File: config.mk
export PLATFORM = sky130hd
export DESIGN_NAME = ntc_adc_to_temperature_unit
export DESIGN_NICKNAME = d
export VERILOG_FILES = /design/src/sv/ntc_pkg.sv /design/src/sv/ntc_adc_to_temperature_unit.sv
export SDC_FILE = /design/constraint.sdc
export NUM_CORES = 1
export LEC_CHECK = 0
export BUFFER_PORTS_ARGS = -buffer_cell sky130_fd_sc_hd__buf_4
export CAP_MARGIN = 20
export CORE_ASPECT_RATIO = 0.8
export CORE_MARGIN = 4
export CORE_UTILIZATION = 60
export CTS_BUF_LIST = sky130_fd_sc_hd__clkbuf_8
export CTS_CLUSTER_DIAMETER = 100
export DETAILED_ROUTE_END_ITERATION = 12
export PLACE_DENSITY = 0.78
export RECOVER_POWER = 50
export SLEW_MARGIN = 20
export SYNTH_ARGS = -nofsm -noshare
export SYNTH_HDL_FRONTEND = slang
export SYNTH_SLANG_ARGS = --single-unit
File: constraint.sdc
create_clock -name clk -period 8.8 [get_ports clk]
set_clock_uncertainty 0.1 [all_clocks]
set_input_delay 1.32 -clock clk [delete_from_list [all_inputs] [get_ports clk]]
set_output_delay 1.32 -clock clk [all_outputs]
set_load 0.01 [all_outputs]
File: src/sv/ntc_pkg.sv
// ----------------------------------------------------------------------------
// NTC conversion package
// Shared constants and the thermistor curve for the ADC-to-temperature block.
// ----------------------------------------------------------------------------
package ntc_pkg;

	localparam int SAMPLE_W     = 12;
	localparam int TEMP_W       = 12;
	localparam int CAL_W        = 11;
	localparam int TAB_W        = 12;
	localparam int IDX_W        = 8;
	localparam int NUM_W        = 16;
	localparam int SUM_W        = 14;
	localparam int CURVE_STORED = 191;

	localparam int TEMP_INDEX_BIAS = 39;
	localparam int TEMP_DELTA      = 15;
	localparam int TEMP_MAX        = 1400;
	localparam int TEMP_MIN        = -280;

	// Divider voltage (inverted reading) per one-degree step, rising.
	localparam logic [TAB_W-1:0] NTC_CURVE [CURVE_STORED] = '{
		12'd193,  12'd204,  12'd215,  12'd227,  12'd239,  12'd252,  12'd265,  12'd279,
		12'd294,  12'd309,  12'd324,  12'd340,  12'd357,  12'd375,  12'd393,  12'd411,
		12'd431,  12'd451,  12'd471,  12'd492,  12'd514,  12'd537,  12'd560,  12'd584,
		12'd609,  12'd635,  12'd661,  12'd687,  12'd715,  12'd743,  12'd772,  12'd801,
		12'd831,  12'd862,  12'd893,  12'd925,  12'd957,  12'd991,  12'd1024, 12'd1058,
		12'd1093, 12'd1128, 12'd1164, 12'd1200, 12'd1236, 12'd1273, 12'd1310, 12'd1348,
		12'd1386, 12'd1424, 12'd1463, 12'd1501, 12'd1540, 12'd1579, 12'd1618, 12'd1657,
		12'd1697, 12'd1736, 12'd1775, 12'd1815, 12'd1854, 12'd1893, 12'd1932, 12'd1971,
		12'd2010, 12'd2048, 12'd2087, 12'd2125, 12'd2163, 12'd2200, 12'd2238, 12'd2274,
		12'd2311, 12'd2347, 12'd2383, 12'd2418, 12'd2453, 12'd2488, 12'd2522, 12'd2556,
		12'd2589, 12'd2622, 12'd2654, 12'd2685, 12'd2717, 12'd2747, 12'd2777, 12'd2807,
		12'd2836, 12'd2865, 12'd2893, 12'd2921, 12'd2948, 12'd2974, 12'd3000, 12'd3026,
		12'd3051, 12'd3075, 12'd3099, 12'd3123, 12'd3146, 12'd3168, 12'd3190, 12'd3212,
		12'd3233, 12'd3253, 12'd3273, 12'd3293, 12'd3312, 12'd3331, 12'd3349, 12'd3367,
		12'd3384, 12'd3401, 12'd3418, 12'd3434, 12'd3450, 12'd3465, 12'd3481, 12'd3495,
		12'd3510, 12'd3524, 12'd3537, 12'd3551, 12'd3564, 12'd3576, 12'd3588, 12'd3600,
		12'd3612, 12'd3624, 12'd3635, 12'd3646, 12'd3656, 12'd3667, 12'd3677, 12'd3686,
		12'd3696, 12'd3705, 12'd3714, 12'd3723, 12'd3732, 12'd3740, 12'd3748, 12'd3756,
		12'd3764, 12'd3772, 12'd3779, 12'd3786, 12'd3793, 12'd3800, 12'd3807, 12'd3813,
		12'd3820, 12'd3826, 12'd3832, 12'd3838, 12'd3844, 12'd3849, 12'd3855, 12'd3860,
		12'd3865, 12'd3870, 12'd3875, 12'd3880, 12'd3884, 12'd3889, 12'd3893, 12'd3898,
		12'd3902, 12'd3906, 12'd3910, 12'd3914, 12'd3918, 12'd3922, 12'd3925, 12'd3929,
		12'd3932, 12'd3936, 12'd3939, 12'd3942, 12'd3945, 12'd3949, 12'd3952, 12'd3954,
		12'd3957, 12'd3960, 12'd3963, 12'd3966, 12'd3968, 12'd3971, 12'd3973
	};

	function automatic logic [TAB_W-1:0] ntc_curve_at(input logic [IDX_W-1:0] idx);
		logic [TAB_W-1:0] val;
		if (int'(idx) < CURVE_STORED) begin
			val = NTC_CURVE[idx];
		end else begin
			val = NTC_CURVE[CURVE_STORED-1];
		end
		return val;
	endfunction

endpackage

File: src/sv/ntc_adc_to_temperature_unit.sv
// A reading inside the table passes through 7 or 8 search steps, the difference, the
// span, 4 divide steps and the finish; a reading outside it goes straight to the
// finish. The block takes no new sample until it is back in idle; one subtract/compare
// unit is shared by the search, the difference, the span and the divide.
// Reset (arst_n low, asynchronous) returns to idle, drops out_valid and clears the
// calibration offset to zero.
// ----------------------------------------------------------------------------
// NTC ADC sample to temperature converter
// Inverts a 12-bit divider reading, finds its segment of the thermistor curve by
// binary search, interpolates linearly and applies the calibration offset.
// ----------------------------------------------------------------------------
module ntc_adc_to_temperature_unit
	import ntc_pkg::*;
#(
	parameter int TABLE_ENTRIES  = 191,
	parameter int ADC_FULL_SCALE = 4096
) (
	input  logic                      clk,
	input  logic                      arst_n,
	// Configuration: calibration offset in tenths of a degree.
	input  logic                      cfg_write_en,
	input  logic signed [CAL_W-1:0]   cfg_write_data,
	// Input channel.
	input  logic                      in_valid,
	output logic                      in_stall,
	input  logic [SAMPLE_W-1:0]       adc_sample,
	// Result channel.
	output logic                      out_valid,
	input  logic                      out_stall,
	output logic signed [TEMP_W-1:0]  temperature,
	output logic                      abnormal
);

	// The search runs over the stored curve, cut to TABLE_ENTRIES and never
	// shorter than two entries.
	localparam int CURVE_LEN = (TABLE_ENTRIES > CURVE_STORED) ? CURVE_STORED :
		((TABLE_ENTRIES < 2) ? 2 : TABLE_ENTRIES);
	localparam logic [TAB_W-1:0] CURVE_FIRST = NTC_CURVE[0];
	localparam logic [TAB_W-1:0] CURVE_LAST  = NTC_CURVE[CURVE_LEN-1];

	// The inverted reading can go negative when the sample exceeds full scale,
	// so it is computed one bit wider than either operand.
	localparam int FS_W = $clog2(ADC_FULL_SCALE + 1);
	localparam int V_W  = ((FS_W > SAMPLE_W) ? FS_W : SAMPLE_W) + 1;

	typedef enum logic [2:0] {
		ST_IDLE,
		ST_SEARCH,
		ST_DIFF,
		ST_SPAN,
		ST_DIV,
		ST_FINISH
	} state_t;

	state_t                    state_q;
	logic signed [CAL_W-1:0]   cal_q;
	logic [TAB_W-1:0]          v_q;
	logic [IDX_W-1:0]          lo_q;
	logic [IDX_W-1:0]          hi_q;
	logic [TAB_W-1:0]          hi_val_q;
	logic [TAB_W-1:0]          lo_val_q;
	logic [TAB_W-1:0]          span_q;
	logic [NUM_W-1:0]          rem_q;
	logic [3:0]                quot_q;
	logic [1:0]                step_q;
	logic                      bad_q;
	logic                      out_valid_q;
	logic signed [TEMP_W-1:0]  temperature_q;
	logic                      abnormal_q;

	logic                      in_xfer;
	logic signed [V_W-1:0]     v_full;
	logic                      below_table;
	logic                      above_table;
	logic [IDX_W-1:0]          mid;
	logic [IDX_W-1:0]          tab_addr;
	logic [TAB_W-1:0]          tab_rd;
	logic [NUM_W-1:0]          alu_a;
	logic [NUM_W-1:0]          alu_b;
	logic [NUM_W:0]            alu_diff;
	logic                      alu_ge;
	logic [NUM_W-1:0]          num_x10;
	logic [IDX_W-1:0]          next_gap;
	logic [3:0]                frac;
	logic signed [SUM_W-1:0]   idx_off;
	logic signed [SUM_W-1:0]   idx_x10;
	logic signed [SUM_W-1:0]   temp_sum;
	logic                      out_of_range;
	logic                      result_bad;

	assign in_stall    = (state_q != ST_IDLE);
	assign in_xfer     = in_valid && !in_stall;
	assign out_valid   = out_valid_q;
	assign temperature = temperature_q;
	assign abnormal    = abnormal_q;

	// Range checks on the inverted reading are done once, at the input transfer.
	assign v_full      = $signed(V_W'(ADC_FULL_SCALE)) - $signed(V_W'(adc_sample));
	assign below_table = v_full < $signed(V_W'(CURVE_FIRST));
	assign above_table = v_full > $signed(V_W'(CURVE_LAST));

	// The invariant of the search is that the answer lies in (lo, hi] and that
	// the curve at hi is not below the reading. A single read port serves both
	// the probe at the midpoint and the lower segment end.
	assign mid      = IDX_W'((({1'b0, lo_q}) + ({1'b0, hi_q})) >> 1);
	assign tab_addr = (state_q == ST_DIFF) ? (hi_q - IDX_W'(1)) : mid;
	assign tab_rd   = ntc_curve_at(tab_addr);

	// The shared unit: one subtractor whose borrow doubles as the compare result.
	always_comb begin
		alu_a = rem_q;
		alu_b = NUM_W'(span_q) << step_q;
		case (state_q)
			ST_SEARCH: begin
				alu_a = NUM_W'(tab_rd);
				alu_b = NUM_W'(v_q);
			end
			ST_DIFF: begin
				alu_a = NUM_W'(v_q);
				alu_b = NUM_W'(tab_rd);
			end
			ST_SPAN: begin
				alu_a = NUM_W'(hi_val_q);
				alu_b = NUM_W'(lo_val_q);
			end
			default: begin
				alu_a = rem_q;
				alu_b = NUM_W'(span_q) << step_q;
			end
		endcase
	end

	assign alu_diff = {1'b0, alu_a} - {1'b0, alu_b};
	assign alu_ge   = !alu_diff[NUM_W];

	// Ten times the offset inside the segment, by two shifts and an add.
	assign num_x10  = NUM_W'({alu_diff[TAB_W-1:0], 3'b000}) +
		NUM_W'({alu_diff[TAB_W-1:0], 1'b0});

	assign next_gap = alu_ge ? (mid - lo_q) : (hi_q - mid);

	// A flat segment contributes nothing to the interpolation.
	assign frac = (span_q == '0) ? 4'd0 : quot_q;

	// Final sum: ten per table step, the interpolation, the calibration and the
	// fixed offset of the curve.
	assign idx_off  = $signed(SUM_W'(hi_q)) - $signed(SUM_W'(TEMP_INDEX_BIAS));
	assign idx_x10  = (idx_off <<< 3) + (idx_off <<< 1);
	assign temp_sum = idx_x10 + $signed(SUM_W'(frac)) + SUM_W'(cal_q) -
		$signed(SUM_W'(TEMP_DELTA));
	assign out_of_range = (temp_sum > $signed(SUM_W'(TEMP_MAX))) ||
		(temp_sum < $signed(SUM_W'(TEMP_MIN)));
	assign result_bad   = bad_q || out_of_range;

	always_ff @(posedge clk or negedge arst_n) begin
		if (!arst_n) begin
			state_q       <= ST_IDLE;
			cal_q         <= '0;
			v_q           <= '0;
			lo_q          <= '0;
			hi_q          <= '0;
			hi_val_q      <= '0;
			lo_val_q      <= '0;
			span_q        <= '0;
			rem_q         <= '0;
			quot_q        <= '0;
			step_q        <= '0;
			bad_q         <= 1'b0;
			out_valid_q   <= 1'b0;
			temperature_q <= '0;
			abnormal_q    <= 1'b0;
		end else begin
			if (cfg_write_en) begin
				cal_q <= cfg_write_data;
			end

			// The result register empties on a transfer, unless a new result
			// loads in the same cycle below.
			if (out_valid_q && !out_stall && state_q != ST_FINISH) begin
				out_valid_q <= 1'b0;
			end

			case (state_q)
				ST_IDLE: begin
					if (in_xfer) begin
						v_q      <= v_full[TAB_W-1:0];
						lo_q     <= '0;
						hi_q     <= IDX_W'(CURVE_LEN - 1);
						hi_val_q <= CURVE_LAST;
						bad_q    <= below_table || above_table;
						if (below_table || above_table) begin
							state_q <= ST_FINISH;
						end else if (CURVE_LEN > 2) begin
							state_q <= ST_SEARCH;
						end else begin
							state_q <= ST_DIFF;
						end
					end
				end
				ST_SEARCH: begin
					if (alu_ge) begin
						hi_q     <= mid;
						hi_val_q <= tab_rd;
					end else begin
						lo_q <= mid;
					end
					if (next_gap <= IDX_W'(1)) begin
						state_q <= ST_DIFF;
					end
				end
				ST_DIFF: begin
					rem_q    <= num_x10;
					lo_val_q <= tab_rd;
					state_q  <= ST_SPAN;
				end
				ST_SPAN: begin
					span_q  <= alu_diff[TAB_W-1:0];
					quot_q  <= '0;
					step_q  <= 2'd3;
					state_q <= ST_DIV;
				end
				ST_DIV: begin
					// Restoring division, one quotient bit a cycle; the dividend is
					// below sixteen spans, so four bits suffice.
					if (alu_ge) begin
						rem_q <= alu_diff[NUM_W-1:0];
					end
					quot_q <= {quot_q[2:0], alu_ge};
					if (step_q == 2'd0) begin
						state_q <= ST_FINISH;
					end else begin
						step_q <= step_q - 2'd1;
					end
				end
				ST_FINISH: begin
					// Wait here while an earlier result is still held back.
					if (!out_valid_q || !out_stall) begin
						out_valid_q   <= 1'b1;
						abnormal_q    <= result_bad;
						temperature_q <= result_bad ? '0 : temp_sum[TEMP_W-1:0];
						state_q       <= ST_IDLE;
					end
				end
				default: begin
					state_q <= ST_IDLE;
				end
			endcase
		end
	end

endmodule

==> results.py <==
metrics = {
    "critical_path": {
        "r2r_cells": 31,
        "criticalPathCategory": "register to register",
        "required_ns": 9.00,
        "start_kind": "register",
        "slowest_delay_ns": 0.63,
        "crit_arrival_ns": 8.29,
        "slowest_stage": "ha_1",
        "critPathMaxFanout": 21,
        "cp-end-kind": "register",
        "cp_common_cell": "a21oi_1",
    },
    "drt": {
        "wl_per_cell_microns": 20.72,
        "ant_nets": 0,
        "drt_iter0_drc": 1686,
        "viasPerCell": 6.724,
        "num_vias": 11940,
        "drtPass1Iterations": 7,
        "drc": 0,
        "drt-total-wl_microns": 36780,
    },
    "clock_tree": {
        "cts_setup_buffers": 0,
        "cts_buffers": 17,
        "path_clk_slew_ns": 0.08,
        "ctsLongestPathBuffers": 2,
        "cts_tree": "yes",
        "clock_latency_ns": 0.45,
        "cts_root_buffer": "clkbuf_8",
        "cts.sinks": 115,
        "h-tree-depth": 4,
        "cts_resized": 0,
        "hold_buffers": 0,
    },
    "sta": {
        "tightest_slew_ns": 2.695,
        "min_period_ns": 8.094,
        "rsz0062_at_grt": "no",
        "setup_viol": 0,
        "drv_slew": 120,
        "setup_tns_ns": 0,
        "slew_headroom_pct": -79.64,
        "clock.fmax_ghz": 0.1236,
        "hold_viol": 0,
        "finalCritPeriodShare_pct": 91.98,
    },
    "global_route": {
        "grt_start_max_net_pins": 78,
        "grt_use_total_pct": 32.72,
        "grt_pass1_vias": 10970,
        "grt_overflow": 0,
        "grt_pass1_wl_microns": 59670,
        "antenna_found_initial": 1,
    },
    "synthesis": {
        "synth_edf_count": 0,
        "seq_area_frac_synth_pct": 24.08,
        "synth_top_cell_area_share_pct": 24.08,
        "yosysTopAreaCell": "dfrtp_1",
        "syn_nets": 1645,
        "synth.cell_area_sq_mm": 0.01195,
        "async_flop_share_pct": 100.0,
        "synth-seq-cells": 115,
        "syn_inst": 1517,
        "synthTopCellsByArea": "dfrtp_1 24%, ha_1 8.9%, nand2_1 6.1%",
        "synth_warnings": 0,
        "ys_types": 92,
        "synth_area_per_cell_sq_um": 7.878,
        "ys.flop_type": "dfrtp_1",
    },
    "finish": {
        "final_common_cell": "nand2_1",
        "layout_common_cells": "193 x nand2_1, 132 x o21ai_0, 121 x nor2_1, 115 x dfrtp_1, 91 x a21oi_1",
        "final_nets": 1635,
        "drive_gt1_share_pct": 10.81,
        "synthToLayoutAreaGrowth_pct": 6.314,
        "antenna_cells": 0,
        "ff_latch_area_sq_mm": 0.002878,
        "multi_input_comb_area_sq_mm": 0.008295,
        "fillCellCount": 1669,
    },
    "status": {
        "status": "finished with violations",
        "violations": "capacitance limit, slew limit",
    },
    "worst_hold_path": {
        "hold_depth": 2,
        "min_path_type": "register to register",
    },
    "floorplan": {
        "placementRows": 45,
        "die_y_microns": 134.2,
        "dieArea_sq_mm": 0.02225,
        "start_util_pct": 62.06,
        "ios": 43,
        "die_w_microns": 165.8,
        "core_area_sq_mm": 0.01926,
    },
    "placement": {
        "gp_routability_congestion": 1.047,
        "port_buffers": 42,
        "dp_hpwl_microns": 27040,
    },
    "job": {
        "max_cap_viol_count": 3,
    },
}
[logic make-up after synthesis]
logic type,Yosys count,share of synthesized area [%]
AO/OA/AOI/OAI,513,28.64
XOR/XNOR,70,5.256
adder cells (fa/ha/maj),109,12.20
buffers and inverters,179,6.732
flip-flops,115,24.08
multiplexers,55,5.005
AND/OR/NAND/NOR,476,18.09
[sequential cells by signal (all words and copies together) (netlist names)]
name,count
lo_q,8
quot_q,4
hi_val_q,12
abnormal,1
hi_q,8
step_q,2
lo_val_q,12
v_q,12
cal_q,11
out_valid,1
span_q,12
temperature,12
rem_q,16
bad_q,1
state_q,3
[worst max-delay path, delay by kind of cell, from the launching register on]
family	cells	cell delay (ns)
AO/OA/AOI/OAI	15	2.61
buffers and inverters	3	0.73
AND/OR/NAND/NOR	4	0.56
multiplexers	2	0.69
XOR/XNOR	3	1.07
adder cells (fa/ha/maj)	4	1.68
flip-flops	1	0.49
[cells in the mapped netlist, types with 7 or more instances]
cell type	count
mux2_2	25
nor4_1	15
o211ai_1	26
a211o_1	9
nand2b_1	13
nor2_1	122
ha_1	85
a21o_1	28
o22ai_1	12
o311ai_0	8
o21a_1	16
o21ai_1	10
nand2_1	193
buf_4	7
a311oi_1	11
dfrtp_1	115
nand4_1	7
o32ai_1	7
buf_6	9
fa_1	15
nor3_1	40
mux2i_1	28
and2_1	14
o21ai_0	132
nor3b_1	10
xor2_1	33
inv_1	72
a211oi_1	27
a21oi_1	91
o22a_1	7
o31ai_1	20
buf_2	31
clkbuf_1	53
xnor2_1	35
a31oi_1	34
nand3_1	26
[path summary, 6_finish.rpt]
check / from / endpoint / slack, ns
max: hi_q[0] / rem_q[13] / 0.71
min: temperature[7] / temperature[7] / 0.38
max reg2reg: hi_q[0] / rem_q[13] / 0.71
min reg2reg: temperature[7] / temperature[7] / 0.38
max in group asynchronous: arst_n / span_q[2] / 2.66
min in group asynchronous: arst_n / lo_q[3] / 1.33
[area by class of cell]
class	count	area share [%]
Multi-Input combinational cell	1223	65.29
Sequential cell	115	22.65
Timing Repair Buffer	74	4.254
Tap cell	258	2.541
Inverter	76	2.245
Clock buffer	20	2.167
Clock inverter	9	0.8470
[metal layers]
layer / share of wire [%] / GRT usage, % / wire [microns]
met5: 0.019 / 0 / 7
met3: 12 / 9.546 / 4336
met4: 2.3 / 8.841 / 832
met2: 43 / 48.75 / 15840
met1: 43 / 46.65 / 15760
[metrics by stage]
stage | instance area [sq um] | cells | utilization [%] | hold WS (ns) | worst slack (ns)
floorplan | 11950 | 1517 | - | 0.3418 | 2.127
global placement | 12330 | 1745 | 64.03 | 0.3585 | 1.092
detailed placement | 12330 | 1745 | 64.03 | 0.3702 | 0.9929
CTS | 12710 | 1774 | 66.02 | 0.3855 | 0.9494
global route | 12700 | 1775 | 65.98 | 0.3932 | 0.2842
finish | 12700 | 1775 | 65.98 | 0.3839 | 0.7062
Power is left out: the tool's default activity adds up to more than one toggle a clock period on the data nets, which glitch-free logic cannot reach.
